[src/hw/rtl/dplt_pkg.sv]
// Shared types and constants for the direct path liveness tracker.
package dplt_pkg;

  localparam int unsigned TIME_W  = 64;
  localparam int unsigned ADDR_W  = 64;
  localparam int unsigned PORT_W  = 16;
  localparam int unsigned MODE_W  = 3;
  localparam int unsigned CFG_W   = 32;
  localparam int unsigned CFG_IDX_W = 2;

  localparam logic [MODE_W-1:0] MODE_PROBE        = 3'd0;
  localparam logic [MODE_W-1:0] MODE_MARK_DIRECT  = 3'd1;
  localparam logic [MODE_W-1:0] MODE_SEND         = 3'd2;
  localparam logic [MODE_W-1:0] MODE_RECEIVE      = 3'd3;
  localparam logic [MODE_W-1:0] MODE_EXPIRE_CHECK = 3'd4;
  localparam logic [MODE_W-1:0] MODE_RESET_KEEP   = 3'd5;
  localparam logic [MODE_W-1:0] MODE_RESET_FORGET = 3'd6;
  localparam logic [MODE_W-1:0] MODE_QUERY        = 3'd7;

  localparam logic [CFG_IDX_W-1:0] REG_PROBE_INTERVAL = 2'd0;
  localparam logic [CFG_IDX_W-1:0] REG_PATH_TIMEOUT   = 2'd1;

  localparam logic [CFG_W-1:0] PROBE_INTERVAL_RST = 32'd5000;
  localparam logic [CFG_W-1:0] PATH_TIMEOUT_RST   = 32'd15000;

  typedef struct packed {
    logic [ADDR_W-1:0] addr_high;
    logic [ADDR_W-1:0] addr_low;
    logic [PORT_W-1:0] port;
  } ep_t;

  typedef struct packed {
    logic [MODE_W-1:0] mode;
    logic [TIME_W-1:0] now;
    logic [ADDR_W-1:0] endpoint_addr_high;
    logic [ADDR_W-1:0] endpoint_addr_low;
    logic [PORT_W-1:0] endpoint_port;
  } in_item_t;

  typedef struct packed {
    logic              flag;
    logic              has_direct;
    logic [ADDR_W-1:0] direct_addr_high;
    logic [ADDR_W-1:0] direct_addr_low;
    logic [PORT_W-1:0] direct_port;
    logic              is_verified;
  } out_item_t;

  typedef struct packed {
    logic clear;
    logic shift;
    logic ins;
  } list_ctl_t;

endpackage

[src/hw/rtl/dplt_cell.sv]
// One verified-list cell: holds an endpoint, compares it and hands it to its left neighbor.
module dplt_cell (
  input  logic              clk,
  input  logic              rst_n,
  input  dplt_pkg::ep_t     key,
  input  dplt_pkg::list_ctl_t ctl,
  input  logic              left_occ,
  input  dplt_pkg::ep_t     right_entry,
  output dplt_pkg::ep_t     entry,
  output logic              occ,
  output logic              hit
);

  dplt_pkg::ep_t entry_r, entry_nxt;
  logic          occ_r, occ_nxt;

  always_comb begin
    entry_nxt = entry_r;
    occ_nxt   = occ_r;
    if (ctl.clear) begin
      occ_nxt = 1'b0;
    end else if (ctl.shift) begin
      entry_nxt = right_entry;
    end else if (ctl.ins && left_occ && !occ_r) begin
      entry_nxt = key;
      occ_nxt   = 1'b1;
    end
  end

  always_ff @(posedge clk) begin
    if (!rst_n) begin
      occ_r <= 1'b0;
    end else begin
      occ_r <= occ_nxt;
    end
  end

  always_ff @(posedge clk) begin
    entry_r <= entry_nxt;
  end

  assign entry = entry_r;
  assign occ   = occ_r;
  assign hit   = occ_r && (entry_r == key);

endmodule

[src/hw/rtl/direct_path_liveness_tracker_unit.sv]
// Direct path liveness tracker: one peer's direct path, probe limiter and verified list.
// Takes one transaction per clock cycle while in_stall is low; each result appears in the
// output register the cycle after its transaction and is held there while out_stall is
// high, and in_stall stays high for as long as that result waits. The verified list is a
// row of VERIFIED_DEPTH cells (oldest at cell 0) that all compare the incoming endpoint
// in the same cycle; that match, ORed across the row, and the 64-bit time compare set the
// cycle time. Configuration writes are taken every cycle (cfg_ready is always high).
module direct_path_liveness_tracker_unit #(
  parameter int unsigned VERIFIED_DEPTH = 8
) (
  input  logic                               clk,
  input  logic                               rst_n,
  input  logic                               in_valid,
  output logic                               in_stall,
  input  dplt_pkg::in_item_t                 in_data,
  output logic                               out_valid,
  input  logic                               out_stall,
  output dplt_pkg::out_item_t                out_data,
  input  logic                               cfg_valid,
  output logic                               cfg_ready,
  input  logic [dplt_pkg::CFG_IDX_W-1:0]     cfg_index,
  input  logic [dplt_pkg::CFG_W-1:0]         cfg_data
);

  logic [dplt_pkg::CFG_W-1:0] probe_interval_r, probe_interval_nxt;
  logic [dplt_pkg::CFG_W-1:0] path_timeout_r, path_timeout_nxt;

  logic                        direct_valid_r, direct_valid_nxt;
  dplt_pkg::ep_t               direct_ep_r, direct_ep_nxt;
  logic                        probe_stamp_valid_r, probe_stamp_valid_nxt;
  logic [dplt_pkg::TIME_W-1:0] last_probe_r, last_probe_nxt;
  logic                        unans_valid_r, unans_valid_nxt;
  logic [dplt_pkg::TIME_W-1:0] first_unans_r, first_unans_nxt;

  logic                 out_valid_r, out_valid_nxt;
  dplt_pkg::out_item_t  out_data_r, out_data_nxt;

  logic                        acc;
  dplt_pkg::ep_t               key;
  dplt_pkg::list_ctl_t         ctl;
  logic [dplt_pkg::TIME_W-1:0] probe_age;
  logic [dplt_pkg::TIME_W-1:0] unans_age;
  logic                        probe_ok;
  logic                        expire;
  logic                        flag;
  logic                        verified;
  logic                        hit_any;
  logic                        full;

  dplt_pkg::ep_t               entries [VERIFIED_DEPTH];
  logic [VERIFIED_DEPTH-1:0]   occs;
  logic [VERIFIED_DEPTH-1:0]   hits;

  assign cfg_ready = 1'b1;
  assign in_stall  = out_valid_r && out_stall;
  assign acc       = in_valid && !in_stall;

  assign key.addr_high = in_data.endpoint_addr_high;
  assign key.addr_low  = in_data.endpoint_addr_low;
  assign key.port      = in_data.endpoint_port;

  // verified list
  assign hit_any = |hits;
  assign full    = occs[VERIFIED_DEPTH-1];

  always_comb begin
    ctl.clear = acc && (in_data.mode == dplt_pkg::MODE_RESET_FORGET);
    ctl.shift = acc && (in_data.mode == dplt_pkg::MODE_MARK_DIRECT) && !hit_any && full;
    ctl.ins   = acc && (in_data.mode == dplt_pkg::MODE_MARK_DIRECT) && !hit_any && !full;
  end

  for (genvar i = 0; i < VERIFIED_DEPTH; i++) begin : g_cell
    logic          left_occ;
    dplt_pkg::ep_t right_entry;
    if (i == 0) begin : g_first
      assign left_occ = 1'b1;
    end else begin : g_mid
      assign left_occ = occs[i-1];
    end
    if (i == VERIFIED_DEPTH - 1) begin : g_last
      assign right_entry = key;
    end else begin : g_inner
      assign right_entry = entries[i+1];
    end
    dplt_cell u_cell (
      .clk         (clk),
      .rst_n       (rst_n),
      .key         (key),
      .ctl         (ctl),
      .left_occ    (left_occ),
      .right_entry (right_entry),
      .entry       (entries[i]),
      .occ         (occs[i]),
      .hit         (hits[i])
    );
  end

  // path state
  assign probe_age = in_data.now - last_probe_r;
  assign unans_age = in_data.now - first_unans_r;
  assign probe_ok  = !direct_valid_r &&
                     !(probe_stamp_valid_r &&
                       (probe_age < {{(dplt_pkg::TIME_W-dplt_pkg::CFG_W){1'b0}}, probe_interval_r}));
  assign expire    = direct_valid_r && unans_valid_r &&
                     (unans_age > {{(dplt_pkg::TIME_W-dplt_pkg::CFG_W){1'b0}}, path_timeout_r});

  always_comb begin
    probe_interval_nxt = probe_interval_r;
    path_timeout_nxt   = path_timeout_r;
    if (cfg_valid && cfg_ready) begin
      if (cfg_index == dplt_pkg::REG_PROBE_INTERVAL) probe_interval_nxt = cfg_data;
      if (cfg_index == dplt_pkg::REG_PATH_TIMEOUT)   path_timeout_nxt   = cfg_data;
    end
  end

  always_comb begin
    direct_valid_nxt      = direct_valid_r;
    direct_ep_nxt         = direct_ep_r;
    probe_stamp_valid_nxt = probe_stamp_valid_r;
    last_probe_nxt        = last_probe_r;
    unans_valid_nxt       = unans_valid_r;
    first_unans_nxt       = first_unans_r;
    flag                  = 1'b0;
    verified              = hit_any;
    case (in_data.mode)
      dplt_pkg::MODE_PROBE: begin
        if (probe_ok) begin
          probe_stamp_valid_nxt = 1'b1;
          last_probe_nxt        = in_data.now;
          flag                  = 1'b1;
        end
      end
      dplt_pkg::MODE_MARK_DIRECT: begin
        flag             = !direct_valid_r || (direct_ep_r != key);
        direct_valid_nxt = 1'b1;
        direct_ep_nxt    = key;
        unans_valid_nxt  = 1'b0;
        verified         = 1'b1;
      end
      dplt_pkg::MODE_SEND: begin
        if (direct_valid_r && !unans_valid_r) begin
          unans_valid_nxt = 1'b1;
          first_unans_nxt = in_data.now;
        end
      end
      dplt_pkg::MODE_RECEIVE: begin
        unans_valid_nxt = 1'b0;
      end
      dplt_pkg::MODE_EXPIRE_CHECK: begin
        if (expire) begin
          direct_valid_nxt = 1'b0;
          direct_ep_nxt    = '0;
          unans_valid_nxt  = 1'b0;
          flag             = 1'b1;
        end
      end
      dplt_pkg::MODE_RESET_KEEP: begin
        direct_valid_nxt = 1'b0;
        direct_ep_nxt    = '0;
        unans_valid_nxt  = 1'b0;
      end
      dplt_pkg::MODE_RESET_FORGET: begin
        direct_valid_nxt = 1'b0;
        direct_ep_nxt    = '0;
        unans_valid_nxt  = 1'b0;
        verified         = 1'b0;
      end
      default: begin
      end
    endcase

    out_data_nxt.flag             = flag;
    out_data_nxt.has_direct       = direct_valid_nxt;
    out_data_nxt.direct_addr_high = direct_ep_nxt.addr_high;
    out_data_nxt.direct_addr_low  = direct_ep_nxt.addr_low;
    out_data_nxt.direct_port      = direct_ep_nxt.port;
    out_data_nxt.is_verified      = verified;

    out_valid_nxt = acc ? 1'b1 : (out_valid_r && out_stall);
  end

  always_ff @(posedge clk) begin
    if (!rst_n) begin
      probe_interval_r    <= dplt_pkg::PROBE_INTERVAL_RST;
      path_timeout_r      <= dplt_pkg::PATH_TIMEOUT_RST;
      direct_valid_r      <= 1'b0;
      direct_ep_r         <= '0;
      probe_stamp_valid_r <= 1'b0;
      last_probe_r        <= '0;
      unans_valid_r       <= 1'b0;
      first_unans_r       <= '0;
      out_valid_r         <= 1'b0;
    end else begin
      probe_interval_r <= probe_interval_nxt;
      path_timeout_r   <= path_timeout_nxt;
      out_valid_r      <= out_valid_nxt;
      if (acc) begin
        direct_valid_r      <= direct_valid_nxt;
        direct_ep_r         <= direct_ep_nxt;
        probe_stamp_valid_r <= probe_stamp_valid_nxt;
        last_probe_r        <= last_probe_nxt;
        unans_valid_r       <= unans_valid_nxt;
        first_unans_r       <= first_unans_nxt;
      end
    end
  end

  always_ff @(posedge clk) begin
    if (acc) begin
      out_data_r <= out_data_nxt;
    end
  end

  assign out_valid = out_valid_r;
  assign out_data  = out_data_r;

endmodule

[config.mk]
export PLATFORM = sky130hd
export DESIGN_NAME = direct_path_liveness_tracker_unit
export DESIGN_NICKNAME = d
export VERILOG_FILES = /design/src/hw/rtl/dplt_pkg.sv /design/src/hw/rtl/dplt_cell.sv /design/src/hw/rtl/direct_path_liveness_tracker_unit.sv
export SDC_FILE = /design/constraint.sdc
export NUM_CORES = 2
export LEC_CHECK = 0
export ABC_CLOCK_PERIOD_IN_PS = 17000
export BUFFER_PORTS_ARGS = -buffer_cell sky130_fd_sc_hd__buf_2
export CORE_MARGIN = 3
export CORE_UTILIZATION = 35
export DETAILED_ROUTE_END_ITERATION = 10
export HOLD_SLACK_MARGIN = 0.05
export PLACE_DENSITY = 0.49
export SYNTH_ARGS = -nofsm -noshare
export SYNTH_HDL_FRONTEND = slang
export SYNTH_HIERARCHICAL = 1
export SYNTH_SLANG_ARGS = --single-unit
[constraint.sdc]
create_clock -name clk -period 17 [get_ports clk]
set_input_delay 0.85 -clock clk [delete_from_list [all_inputs] [get_ports clk]]
set_output_delay 0.85 -clock clk [all_outputs]
set_load 0.1 [all_outputs]
==> results by group <==
Run status
  – Outcome: finished with violations
  – Failing checks: capacitance limit

Detailed routing
  – DR pass1 iterations: 6
  – Via count: 71678
  – Drt via density: 5.693
  – Drt total wl: 368800 µm
  – Initial DRC Count: 8601
  – Routed len/inst: 29.29 µm
  – DRC Markers: 0
  – Post-route ant nets: 0

Global route
  – Gr ovfl total: 0
  – Initial antenna violation count: 24
  – Pin count of the biggest net entering global routing: 200
  – All-Layer GR Usage: 26.25%
  – Vias in the first global route: 68641
  – First-pass GRT wire length: 514900 µm

Clocking
  – H-tree depth: 4
  – Hold_buf cts: 0
  – CTS root buf: clkbuf_16
  – # Post-CTS Setup Buffers: 0
  – Worst-path clk slew: 0.07 ns
  – TritonCTS Sinks: 1647
  – Post-CTS sizing: 0
  – Max clock buf depth: 4
  – CTS Buf Count: 198
  – CTS tree: yes
  – Later-pin clock latency in the skew report: 0.87 ns

Timing
  – Least-Margin Pin Slew: 1.476 ns
  – Clock Skew: 0.09834 ns
  – Final setup violation count: 0
  – Crit share post-route: 54.37%
  – Unrepaired setup endpoints after global routing: no
  – TNS Setup: 0 ns
  – Min Tclk post-route: 9.244 ns
  – Fmax achieved: 0.1082 GHz
  – Final slew viol count: 0
  – Final hold vios: 0
  – Slew headroom: 0.7428%

Die
  – Die H: 519.0 µm
  – Row count: 187
  – Die width: 519.0 µm
  – Initial core utilization: 35.34%
  – Core Region: 260600 µm²
  – Die Area: 269400 µm²
  – IO Pins: 400

Synthesis
  – Synth unique cells: 89
  – Sequential area share after synthesis: 49.91%
  – Main synth FF type: edfxtp_1
  – Avg Cell Area, Syn: 10.77 µm²
  – Largest area contributor in the netlist: edfxtp_1
  – Top-area cell type share of the netlist area: 42.35%
  – Most area-consuming cells after synthesis: edfxtp_1 42%, mux2_2 9.9%, dfxtp_1 7.6%
  – Gate Count Post-Synth: 8553
  – Count of yosys warnings during synthesis: 6
  – Post-Syn Area: 92110 µm²
  – Asr flop ratio synth: 0%
  – Post-synth EDFFs: 1299
  – FF+latch count, synth: 1647

Flow run
  – Max_cap viols: 1

Worst hold path
  – WHS Path Cells: 2
  – Hold Crit Class: in -> reg

Pwr
  – Total Power: 9675 µW
  – Worst vdd ir: 74.80 µV
  – P per Cell Area: 92.84 nW/µm²
  – LEAKAGE: 0.03645 µW

Worst setup path
  – Critical path cell sequence: inv_1 > ha_1 > nor2b_1 > o2111ai_1 > a211o_1 > a2111oi_0 > or2_2 > a21oi_1 > xnor2_1 > ha_1 > nand4_1 > nor4_1 > a211oi_1 > a22oi_1 > nand2_1 > or4_1 > or4b_1 > nand4b_1 > o41ai_1 > and3_4 > o21a_4 > buf_4 > a22o_1
  – Slowest Stage Delay on Critical Path: 0.94 ns
  – Setup crit end kind: flop
  – Crit path buf inv count: 2
  – WP data required: 17.76 ns
  – Slowest CP cell: a2111oi_0
  – Crit path max-delay family: compound AO/OA/AOI/OAI gates
  – Most used cell, CP: ha_1
  – Crit Path Class: reg -> reg
  – Setup crit start kind: flop
  – Worst endpoint data arrival time: 10.00 ns
  – Worst-path fanout max: 75
  – Worst Reg-to-Reg Cells: 23
  – WP depth: 23

Placed design
  – Placed cell area: 98230 µm²
  – Buffers on Ports: 398
  – GP Congestion: 1.084
  – Final HPWL DP: 278000 µm

Layout
  – Final nets: 9373
  – Fillers: 25519
  – Synth-to-layout area growth: 13.13%
  – Post-route cell area: 104200 µm²
  – Layout cells sized above 1: 19.38%
  – Area occupied by multi-input gates: 41090 µm²
  – FF/Latch Area: 45970 µm²
[cell usage after synthesis (all sizes together) (7+ instances only)]
| cell | n |
|---|---|
| a21boi | 8 |
| mux2i | 76 |
| a222oi | 9 |
| o21ai | 503 |
| nand2 | 927 |
| inv | 952 |
| edfxtp | 1299 |
| nand3 | 60 |
| xor2 | 454 |
| ha | 189 |
| o211ai | 29 |
| nor4 | 185 |
| mux2 | 806 |
| and2 | 10 |
| o2bb2ai | 147 |
| clkbuf | 228 |
| clkinv | 8 |
| o31ai | 7 |
| o21bai | 21 |
| a211oi | 26 |
| nand4 | 216 |
| buf | 141 |
| o221ai | 14 |
| o2111ai | 9 |
| and3 | 12 |
| a31oi | 19 |
| dfxtp | 348 |
| xnor2 | 273 |
| a21oi | 320 |
| or4 | 11 |
| nor2 | 153 |
| nand2b | 11 |
| nor2b | 16 |
| or2 | 9 |
| and4 | 18 |
| nor3b | 12 |
| or3 | 12 |
| a22o | 294 |
| o22ai | 205 |
| a21o | 55 |
| a22oi | 10 |
| a221oi | 278 |
| nor3 | 61 |
| o21a | 41 |
[per-layer routing]
metal  wire length, µm  up-vias  track usage [%]
li1                  -    32558                -
met1            170700    35502            38.65
met2            159000     3106            39.50
met3             25160      500            3.262
met4             13880       12            9.164
met5                77        -                0
[layout by cell type (no fill, tap or decap), drive strengths merged, types with 55 or more instances in the layout]
master | netlist | routed
a21o | 55 | 55
a21oi | 320 | 320
a221oi | 278 | 278
a22o | 294 | 294
buf | 141 | 547
clkbuf | 228 | 283
clkinv | 8 | 66
dfxtp | 348 | 348
edfxtp | 1299 | 1299
ha | 189 | 189
inv | 952 | 956
mux2 | 806 | 806
mux2i | 76 | 76
nand2 | 927 | 927
nand3 | 60 | 60
nand4 | 216 | 216
nor2 | 153 | 153
nor3 | 61 | 61
nor4 | 185 | 185
o21ai | 503 | 503
o22ai | 205 | 205
o2bb2ai | 147 | 147
xnor2 | 273 | 273
xor2 | 454 | 454
[cells by family (layout without fill, tap and decap cells)]
kind of cell / after synthesis / count (layout) / synth area share [%]
AO/OA/AOI/OAI: 2041 / 2041 / 15.30
XOR/XNOR: 727 / 727 / 6.912
adder cells (fa/ha/maj): 191 / 191 / 2.611
buffers and inverters: 1329 / 1858 / 5.663
flip-flops: 1647 / 1647 / 49.91
multiplexers: 882 / 882 / 10.68
other: 1 / 14 / 0.004071
AND/OR/NAND/NOR: 1735 / 1735 / 8.920
[sequential cells by signal, summed over array words and instances, names as in the netlist]
name                 flops
g_cell.u_cell/entry   1152
out_data               147
direct_ep_r            144
first_unans_r           64
last_probe_r            64
path_timeout_r          32
probe_interval_r        32
g_cell.u_cell/occ        8
direct_valid_r           1
out_valid                1
probe_stamp_valid_r      1
unans_valid_r            1
[final cells by class]
class	count	area share, %
flip-flops and latches	1647	44.12
multi-input cells	5578	39.43
clock buffers	283	5.308
well taps	3496	4.197
inverters	960	3.465
repair buffers	547	3.051
clock inverters	68	0.4046
diodes	12	0.02882
[stage by stage]
step | worst slack [ns] | instances | hold WS, ns | util, %
3_5_place_dp | 7.187 | 12228 | 0.4461 | 37.69
4_1_cts | 7.785 | 12579 | 0.1924 | 39.97
5_1_grt | 7.186 | 12581 | 0.2243 | 39.97
6_report | 7.756 | 12591 | 0.2430 | 39.98
2_1_floorplan | 4.700 | 8554 | 0.4330 | -
3_3_place_gp | 7.273 | 12228 | 0.4394 | 37.69
[report_power, final]
part / internal, µW / total (µW) / switching, µW
combinational: 354 / 1230 / 879
sequential: 4390 / 4420 / 33.3
clock: 2300 / 4020 / 1720
total: 7040 / 9670 / 2630
[path summary, 6_finish.rpt]
path	from	end	slack, ns
max	first_unans_r[1]	direct_ep_r[97]	7.76
min	in_valid	out_valid	0.24
max reg2reg	first_unans_r[1]	direct_ep_r[97]	7.76
min reg2reg	probe_interval_r[29]	probe_interval_r[29]	0.45
Power figures use the tool's default switching activity.
